File: config.mk
export PLATFORM = sky130hd
export DESIGN_NAME = multi_queue_linked_fifo_top_flat
export DESIGN_NICKNAME = d
export VERILOG_FILES = /design/src/rtl/core/mqlf_pkg.sv /design/src/rtl/core/mqlf_req_if.sv /design/src/rtl/core/mqlf_rsp_if.sv /design/src/rtl/core/multi_queue_linked_fifo_top.sv /design/src/rtl/core/mqlf_ctrl.sv /design/src/rtl/core/mqlf_dp.sv /design/src/flat_wrapper.sv
export SDC_FILE = /design/constraint.sdc
export NUM_CORES = 2
export LEC_CHECK = 0
export BUFFER_PORTS_ARGS = -buffer_cell sky130_fd_sc_hd__buf_2
export CORE_ASPECT_RATIO = 0.8
export CORE_MARGIN = 2
export CORE_UTILIZATION = 25
export CTS_CLUSTER_DIAMETER = 100
export DETAILED_ROUTE_END_ITERATION = 8
export PLACE_DENSITY_LB_ADDON = 0.15
export REMOVE_ABC_BUFFERS = 1
export SKIP_LAST_GASP = 1
export SLEW_MARGIN = 40
export SYNTH_ARGS = -nofsm -noshare
export SYNTH_HDL_FRONTEND = slang
export SYNTH_SLANG_ARGS = --single-unit
File: constraint.sdc
create_clock -name clock -period 7.1 [get_ports clock]
set_clock_uncertainty 0.2 [all_clocks]
set_input_delay 1.065 -clock clock [delete_from_list [all_inputs] [get_ports clock]]
set_output_delay 1.065 -clock clock [all_outputs]
set_load 0.05 [all_outputs]
File: src/rtl/core/mqlf_pkg.sv
// shared types, codes and default sizes for the multi-queue linked fifo
`timescale 1ns / 1ps

package mqlf_pkg;

   localparam int NUM_QUEUES_DEF = 3;
   localparam int POOL_DEPTH_DEF = 64;
   localparam int DATA_WIDTH_DEF = 32;
   localparam int QID_WIDTH      = 2;

   typedef enum logic {
      MODE_PUSH = 1'b0,
      MODE_POP  = 1'b1
   } mode_type;

   typedef enum logic [1:0] {
      ST_PUSHED = 2'd0,
      ST_POPPED = 2'd1,
      ST_EMPTY  = 2'd2,
      ST_FULL   = 2'd3
   } status_type;

   // commands from the controller to the datapath
   typedef struct packed {
      logic capture;
      logic push_exec;
      logic pop_read;
      logic pop_exec;
      logic fail_exec;
      logic out_load;
   } cmd_type;

   // status from the datapath to the controller
   typedef struct packed {
      logic is_pop;
      logic push_ok;
      logic pop_ok;
      logic out_free;
   } dp_stat_type;

endpackage

File: src/rtl/core/mqlf_req_if.sv
// request channel: operation, queue and value
`timescale 1ns / 1ps

interface mqlf_req_if
   import mqlf_pkg::*;
#(
   parameter int DATA_WIDTH = DATA_WIDTH_DEF
);
   logic                         valid;
   logic                         ready;
   logic                         mode;
   logic [QID_WIDTH-1:0]         queue_id;
   logic signed [DATA_WIDTH-1:0] value;

   modport source (output valid, mode, queue_id, value, input ready);
   modport sink   (input valid, mode, queue_id, value, output ready);
endinterface

File: src/rtl/core/mqlf_rsp_if.sv
// response channel: popped value and status
`timescale 1ns / 1ps

interface mqlf_rsp_if
   import mqlf_pkg::*;
#(
   parameter int DATA_WIDTH = DATA_WIDTH_DEF
);
   logic                         valid;
   logic                         ready;
   logic signed [DATA_WIDTH-1:0] popped_value;
   logic [1:0]                   status;

   modport source (output valid, popped_value, status, input ready);
   modport sink   (input valid, popped_value, status, output ready);
endinterface

File: src/rtl/core/multi_queue_linked_fifo_top.sv
// top level of the multi-queue linked fifo: controller plus datapath
// flow: a request is captured along with a synchronous read of its queue pointers, then
//   executed as a push or a refusal, or on a successful pop the head node is read and
//   popped; the response load waits while the previous response is still held
// one item at a time: a new request is accepted only after the response is loaded
// reset: synchronous, clears queue flags, free list, fresh-node count and output valid
`timescale 1ns / 1ps

module multi_queue_linked_fifo_top
   import mqlf_pkg::*;
#(
   parameter int NUM_QUEUES = NUM_QUEUES_DEF,
   parameter int POOL_DEPTH = POOL_DEPTH_DEF,
   parameter int DATA_WIDTH = DATA_WIDTH_DEF
)(
   input  logic       clock,
   input  logic       reset,
   mqlf_req_if.sink   req_chan,
   mqlf_rsp_if.source rsp_chan
);

   cmd_type     cmd;
   dp_stat_type stat;

   mqlf_ctrl u_ctrl (
      .clock     (clock),
      .reset     (reset),
      .req_valid (req_chan.valid),
      .req_ready (req_chan.ready),
      .stat      (stat),
      .cmd       (cmd)
   );

   mqlf_dp #(
      .NUM_QUEUES (NUM_QUEUES),
      .POOL_DEPTH (POOL_DEPTH),
      .DATA_WIDTH (DATA_WIDTH)
   ) u_dp (
      .clock            (clock),
      .reset            (reset),
      .cmd              (cmd),
      .stat             (stat),
      .req_mode         (req_chan.mode),
      .req_queue_id     (req_chan.queue_id),
      .req_value        (req_chan.value),
      .rsp_ready        (rsp_chan.ready),
      .rsp_valid        (rsp_chan.valid),
      .rsp_popped_value (rsp_chan.popped_value),
      .rsp_status       (rsp_chan.status)
   );

endmodule

File: src/rtl/core/mqlf_ctrl.sv
// controller state machine sequencing one queue operation at a time
`timescale 1ns / 1ps

module mqlf_ctrl
   import mqlf_pkg::*;
(
   input  logic        clock,
   input  logic        reset,
   input  logic        req_valid,
   output logic        req_ready,
   input  dp_stat_type stat,
   output cmd_type     cmd
);

   typedef enum logic [3:0] {
      S_IDLE = 4'b0001,
      S_LOOK = 4'b0010,
      S_POP  = 4'b0100,
      S_DONE = 4'b1000
   } state_type;

   state_type state_ff, state_in;

   always_ff @(posedge clock) begin
      if (reset) begin
         state_ff <= S_IDLE;
      end else begin
         state_ff <= state_in;
      end
   end

   always_comb begin
      state_in  = state_ff;
      cmd       = '0;
      req_ready = 1'b0;
      unique case (state_ff)
         S_IDLE: begin
            req_ready = 1'b1;
            if (req_valid) begin
               cmd.capture = 1'b1;
               state_in    = S_LOOK;
            end
         end
         S_LOOK: begin
            // queue pointers and free-list link are now read
            if (stat.is_pop) begin
               if (stat.pop_ok) begin
                  cmd.pop_read = 1'b1;
                  state_in     = S_POP;
               end else begin
                  cmd.fail_exec = 1'b1;
                  state_in      = S_DONE;
               end
            end else begin
               if (stat.push_ok) begin
                  cmd.push_exec = 1'b1;
               end else begin
                  cmd.fail_exec = 1'b1;
               end
               state_in = S_DONE;
            end
         end
         S_POP: begin
            cmd.pop_exec = 1'b1;
            state_in     = S_DONE;
         end
         S_DONE: begin
            if (stat.out_free) begin
               cmd.out_load = 1'b1;
               state_in     = S_IDLE;
            end
         end
         default: begin
            state_in = S_IDLE;
         end
      endcase
   end

endmodule

File: src/rtl/core/mqlf_dp.sv
// datapath: queue pointer memories, node pool memories, free list and output register
`timescale 1ns / 1ps

module mqlf_dp
   import mqlf_pkg::*;
#(
   parameter int NUM_QUEUES = NUM_QUEUES_DEF,
   parameter int POOL_DEPTH = POOL_DEPTH_DEF,
   parameter int DATA_WIDTH = DATA_WIDTH_DEF
)(
   input  logic                         clock,
   input  logic                         reset,
   input  cmd_type                      cmd,
   output dp_stat_type                  stat,
   input  logic                         req_mode,
   input  logic [QID_WIDTH-1:0]         req_queue_id,
   input  logic signed [DATA_WIDTH-1:0] req_value,
   input  logic                         rsp_ready,
   output logic                         rsp_valid,
   output logic signed [DATA_WIDTH-1:0] rsp_popped_value,
   output logic [1:0]                   rsp_status
);

   localparam int QW = (NUM_QUEUES > 1) ? $clog2(NUM_QUEUES) : 1;
   localparam int PW = $clog2(POOL_DEPTH);
   localparam int CW = $clog2(POOL_DEPTH + 1);

   // queue pointer memories and node pool
   logic [PW-1:0]         head_mem [NUM_QUEUES];
   logic [PW-1:0]         tail_mem [NUM_QUEUES];
   logic [DATA_WIDTH-1:0] node_data_mem [POOL_DEPTH];
   logic [PW-1:0]         node_next_mem [POOL_DEPTH];

   logic [PW-1:0]         head_rd_ff, tail_rd_ff, next_rd_ff;
   logic [DATA_WIDTH-1:0] data_rd_ff;

   logic                  mode_ff;
   logic [QID_WIDTH-1:0]  qid_ff;
   logic [DATA_WIDTH-1:0] value_ff;

   logic                  nonempty_ff [NUM_QUEUES];
   logic [CW-1:0]         fresh_ff;
   logic [PW-1:0]         free_head_ff;
   logic                  free_ne_ff;

   logic [DATA_WIDTH-1:0] res_data_ff;
   status_type            res_status_ff;
   logic                  rsp_valid_ff;
   logic [DATA_WIDTH-1:0] rsp_data_ff;
   status_type            rsp_status_ff;

   logic [QW-1:0]         q_idx, req_q_idx;
   logic                  q_valid, cur_ne, have_node;
   logic [PW-1:0]         new_node, node_rd_addr;
   logic                  next_we, head_we;
   logic [PW-1:0]         next_wr_addr, next_wr_data, head_wr_data;

   assign req_q_idx = QW'(req_queue_id);
   assign q_idx     = QW'(qid_ff);
   assign q_valid   = (32'(qid_ff) < NUM_QUEUES);
   assign cur_ne    = q_valid && nonempty_ff[q_idx];
   assign have_node = free_ne_ff || (fresh_ff != CW'(POOL_DEPTH));
   assign new_node  = free_ne_ff ? free_head_ff : PW'(fresh_ff);

   assign stat.is_pop   = (mode_ff == MODE_POP);
   assign stat.push_ok  = q_valid && have_node;
   assign stat.pop_ok   = cur_ne;
   assign stat.out_free = !rsp_valid_ff || rsp_ready;

   // free-list link on capture, head node on pop
   assign node_rd_addr = cmd.capture ? free_head_ff : head_rd_ff;

   assign next_we      = (cmd.push_exec && cur_ne) || cmd.pop_exec;
   assign next_wr_addr = cmd.pop_exec ? head_rd_ff : tail_rd_ff;
   assign next_wr_data = cmd.pop_exec ? (free_ne_ff ? free_head_ff : head_rd_ff) : new_node;
   assign head_we      = (cmd.push_exec && !cur_ne) ||
                         (cmd.pop_exec && (head_rd_ff != tail_rd_ff));
   assign head_wr_data = cmd.pop_exec ? next_rd_ff : new_node;

   always_ff @(posedge clock) begin
      if (cmd.capture) begin
         mode_ff    <= req_mode;
         qid_ff     <= req_queue_id;
         value_ff   <= req_value;
         head_rd_ff <= head_mem[req_q_idx];
         tail_rd_ff <= tail_mem[req_q_idx];
      end
      if (head_we) begin
         head_mem[q_idx] <= head_wr_data;
      end
      if (cmd.push_exec) begin
         tail_mem[q_idx] <= new_node;
      end
   end

   always_ff @(posedge clock) begin
      if (cmd.capture || cmd.pop_read) begin
         next_rd_ff <= node_next_mem[node_rd_addr];
         data_rd_ff <= node_data_mem[node_rd_addr];
      end
      if (cmd.push_exec) begin
         node_data_mem[new_node] <= value_ff;
      end
      if (next_we) begin
         node_next_mem[next_wr_addr] <= next_wr_data;
      end
   end

   always_ff @(posedge clock) begin
      if (reset) begin
         for (int i = 0; i < NUM_QUEUES; i++) begin
            nonempty_ff[i] <= 1'b0;
         end
         fresh_ff     <= '0;
         free_head_ff <= '0;
         free_ne_ff   <= 1'b0;
      end else if (cmd.push_exec) begin
         nonempty_ff[q_idx] <= 1'b1;
         if (free_ne_ff) begin
            // a node linking to itself ends the free list
            if (next_rd_ff == free_head_ff) begin
               free_ne_ff <= 1'b0;
            end else begin
               free_head_ff <= next_rd_ff;
            end
         end else begin
            fresh_ff <= fresh_ff + CW'(1);
         end
      end else if (cmd.pop_exec) begin
         if (head_rd_ff == tail_rd_ff) begin
            nonempty_ff[q_idx] <= 1'b0;
         end
         free_head_ff <= head_rd_ff;
         free_ne_ff   <= 1'b1;
      end
   end

   always_ff @(posedge clock) begin
      if (cmd.push_exec) begin
         res_data_ff   <= '0;
         res_status_ff <= ST_PUSHED;
      end else if (cmd.pop_exec) begin
         res_data_ff   <= data_rd_ff;
         res_status_ff <= ST_POPPED;
      end else if (cmd.fail_exec) begin
         res_data_ff   <= '0;
         res_status_ff <= (mode_ff == MODE_POP) ? ST_EMPTY : ST_FULL;
      end
   end

   always_ff @(posedge clock) begin
      if (reset) begin
         rsp_valid_ff <= 1'b0;
      end else if (cmd.out_load) begin
         rsp_valid_ff <= 1'b1;
      end else if (rsp_ready) begin
         rsp_valid_ff <= 1'b0;
      end
   end

   always_ff @(posedge clock) begin
      if (cmd.out_load) begin
         rsp_data_ff   <= res_data_ff;
         rsp_status_ff <= res_status_ff;
      end
   end

   assign rsp_valid        = rsp_valid_ff;
   assign rsp_popped_value = rsp_data_ff;
   assign rsp_status       = rsp_status_ff;

endmodule
File: src/flat_wrapper.sv
// flat-port wrapper written by rule: the top's interface ports become plain ports
module multi_queue_linked_fifo_top_flat import mqlf_pkg::*;
#(
   parameter int NUM_QUEUES = NUM_QUEUES_DEF,
   parameter int POOL_DEPTH = POOL_DEPTH_DEF,
   parameter int DATA_WIDTH = DATA_WIDTH_DEF
)
  (clock, reset, req_chan_valid, req_chan_mode, req_chan_queue_id, req_chan_value, req_chan_ready, rsp_chan_valid, rsp_chan_popped_value, rsp_chan_status, rsp_chan_ready);
  mqlf_req_if #(.DATA_WIDTH(DATA_WIDTH)) req_chan_i ();
  mqlf_rsp_if #(.DATA_WIDTH(DATA_WIDTH)) rsp_chan_i ();
  input  logic clock;
  input  logic reset;
  input wire logic [$bits(req_chan_i.valid)-1:0] req_chan_valid;
  input wire logic [$bits(req_chan_i.mode)-1:0] req_chan_mode;
  input wire logic [$bits(req_chan_i.queue_id)-1:0] req_chan_queue_id;
  input wire logic [$bits(req_chan_i.value)-1:0] req_chan_value;
  output wire logic [$bits(req_chan_i.ready)-1:0] req_chan_ready;
  output wire logic [$bits(rsp_chan_i.valid)-1:0] rsp_chan_valid;
  output wire logic [$bits(rsp_chan_i.popped_value)-1:0] rsp_chan_popped_value;
  output wire logic [$bits(rsp_chan_i.status)-1:0] rsp_chan_status;
  input wire logic [$bits(rsp_chan_i.ready)-1:0] rsp_chan_ready;
  assign req_chan_i.valid = req_chan_valid;
  assign req_chan_i.mode = req_chan_mode;
  assign req_chan_i.queue_id = req_chan_queue_id;
  assign req_chan_i.value = req_chan_value;
  assign req_chan_ready = req_chan_i.ready;
  assign rsp_chan_valid = rsp_chan_i.valid;
  assign rsp_chan_popped_value = rsp_chan_i.popped_value;
  assign rsp_chan_status = rsp_chan_i.status;
  assign rsp_chan_i.ready = rsp_chan_ready;
  multi_queue_linked_fifo_top #(.NUM_QUEUES(NUM_QUEUES), .POOL_DEPTH(POOL_DEPTH), .DATA_WIDTH(DATA_WIDTH)) u_core (.clock(clock), .reset(reset), .req_chan(req_chan_i), .rsp_chan(rsp_chan_i));
endmodule
==> metrics.yaml <==
outcome: "completed"
syn_area_per_cell_um2: 15.6
startpoint_type: "flop"
antenna_found_initial: 39
reg2reg_depth: 10
via_count: 68400
synth.yosys.seq_area_share: 0.734
synthArstFlopShare: 0
cts_buffers: 296
crit_fanout: 81
fin_area_mm2: 0.127
grt_usage: 0.197
stdcell_count: 13100
postCtsSetupBuffers: 0
fp.dieW_um: 737
portBuffers: 74
htree_levels: 5
critPathArrivalTime_ns: 6.13
holdPathStages: 1
drv_slew: 0
timing.hold.ws_ns: 0.142
ys_seq_elements: 2646
drc: 0
synth_flop_cell: "edfxtp_1"
hold_buffers: 0
placed_cell_area_mm2: 0.118
hold_viol_final: 0
ir_drop_mv: 0.193
worst_skew_pair.late_latency_ns: 0.91
crit_type: "reg2reg"
dpl.hpwl_mm: 266
clock-root-buffer: "clkbuf_16"
powerDensity_mw_per_mm2: 282
final_antenna_net_count: 0
p_leak_uw: 0.0399
viasPerCell: 5.23
max_freq_mhz: 174
grt_max_degree: 145
design.core.area_mm2: 0.428
post_drt_wl_per_cell_um: 33.8
wl_mm: 442
synth_cell_types: 85
setup_viol: 0
cts_tree: "yes"
die_area_mm2: 0.435
areaGrowthSynthToFinish_pct: 18.2
rsz0062_at_grt: "no"
drive_gt1_frac: 0.165
synthesis.area_mm2: 0.107
rows: 215
gp_congestion: 0.822
synth_top_cell_area_share: 0.724
cts_max_path_buffers: 4
fin_crit_ns: 5.76
dp_cells: 12500
cts.sinks: 2646
nets: 7136
fin_crit_sh: 0.811
fp.dieH_um: 590
firstDrtPassIters: 5
fin_total_pwr_uw: 35800
maxCapViolations: 0
hold_class: "in2reg"
yosysWarnings: 0
synthTopCellsByCount: "2591 x edfxtp_1, 533 x nand2_1, 456 x a211oi_1, 358 x clkbuf_1, 290 x and3_1"
ctsResizeCount: 0
synth.most_common_cell: "edfxtp_1"
cp.required_ns: 7.47
grt_pass1_vias: 65700
grt.overflow.total: 0
pin_count: 75
end_kind: "flop"
worst_pin_slew_ns: 1.12
setup_tns_ns: 0
initial_core_util: 0.251
synth_area_leaders: "edfxtp_1 72%, mux4_2 3.4%, a211oi_1 3.2%, mux2i_1 2.1%, nand2_1 1.9%"
synth_edf_count: 2591
grt_pass1_wl_mm: 595
synth_cells: 6911
synth_area_leader_cell: "edfxtp_1"
path_clk_slew_ns: 0.06
fill_cells: 42500
drt_iter0_drc: 9427
relSlewSlack: 0.254
## placed cells by master, fill, tap and decap left out, types with 75 or more instances in the layout
master and instances:
a22oi_1 105, nand3_1 264, nand2b_1 190, a211oi_1 454, nor2_1 128, clkbuf_16 303, nand2_1 517, clkbuf_1 84
mux2i_1 221, buf_2 75, mux4_2 164, o21ai_0 241, a311oi_1 123, buf_4 241, and3_1 290, edfxtp_1 2591
a21oi_1 207
## cell families (layout without fill, tap and decap cells)
| family | Yosys count | in the layout | synth area share |
|---|---|---|---|
| other cells | 0 | 8 | 0 |
| fa+ha+maj | 2 | 2 | 0.000233 |
| xor+xnor | 17 | 17 | 0.00139 |
| mux | 401 | 401 | 0.0566 |
| compound gates | 1637 | 1637 | 0.109 |
| buf+inv | 564 | 973 | 0.0228 |
| simple gates | 1644 | 1644 | 0.0759 |
| flops | 2646 | 2646 | 0.734 |
## worst max-delay path: stages (launching register included)
cell,delay (ns)
dfxtp_1,0.47
or4b_4,0.55
inv_4,0.50
buf_12,0.43
nand2_4,0.39
nand2_4,0.63
buf_4,0.56
a211oi_1,0.16
a31o_2,0.23
o32a_1,0.37
o2111ai_1,0.72
## final timing paths
path / from / end / slack [ns]
setup / recovery: u_core.u_ctrl.state_ff[0]$_SDFFE_PP1P_ / u_core.u_dp.data_rd_ff[13]$_DFFE_PP_ / 1.34
hold / removal: req_chan_value[12] / u_core.u_dp.value_ff[12]$_DFFE_PN_ / 0.14
setup reg to reg: u_core.u_ctrl.state_ff[0]$_SDFFE_PP1P_ / u_core.u_dp.data_rd_ff[13]$_DFFE_PP_ / 1.34
hold reg to reg: u_core.u_dp.res_data_ff[28]$_SDFFE_PP0P_ / u_core.u_dp.rsp_popped_value[28]$_DFFE_PP_ / 0.23
## per-layer routing
layer | up-vias | share of wire | track usage
met3 | 472 | 0.073 | 0.0355
met1 | 36800 | 0.48 | 0.302
li1 | 28300 | - | -
met2 | 2813 | 0.43 | 0.287
met5 | - | 0 | 0
met4 | 0 | 0.023 | 0.0442
## state kept, by name, indices dropped and copies added (netlist names), 4 cells and up, named ones only
signal                        count
u_core.u_dp.node_next_mem       384
u_core.u_dp.next_rd_ff            6
u_core.u_dp.data_rd_ff           32
u_core.u_dp.head_rd_ff            6
u_core.u_dp.value_ff             32
u_core.u_dp.rsp_popped_value     32
u_core.u_dp.fresh_ff              7
u_core.u_dp.res_data_ff          32
u_core.u_dp.tail_rd_ff            6
u_core.u_dp.head_mem             18
u_core.u_ctrl.state_ff            4
u_core.u_dp.nonempty_ff           4
u_core.u_dp.node_data_mem      2048
u_core.u_dp.tail_mem             18
u_core.u_dp.free_head_ff          6
## area by class of cell
| class | count | area [um^2] | share of cell area |
|---|---|---|---|
| diodes | 8 | 20.0 | 0.000158 |
| well taps | 5750 | 7190 | 0.0566 |
| flip-flops and latches | 2646 | 78900 | 0.621 |
| multi-input cells | 3701 | 27200 | 0.214 |
| inverters | 18 | 77.6 | 0.000611 |
| clock inverters | 130 | 1110 | 0.00872 |
| repair buffers | 432 | 4540 | 0.0358 |
| clock buffers | 393 | 7980 | 0.0628 |
## metrics by stage
| stage | utilization | setup slack [ns] |
|---|---|---|
| after global placement | 0.273 | 1.08 |
| after CTS | 0.296 | 1.48 |
| after floorplan | - | -14.03 |
| final | 0.297 | 1.34 |
| after global routing | 0.297 | 1.32 |
| after detailed placement | 0.275 | 1.20 |
## report_power, final
part           total, uW  switching (uW)  internal, uW
clock network      15000            6550          8440
registers          17400            66.1         17300
logic               3420            2440           973
total              35800            9060         26700
Note: power is estimated with default switching activity, not from simulation.
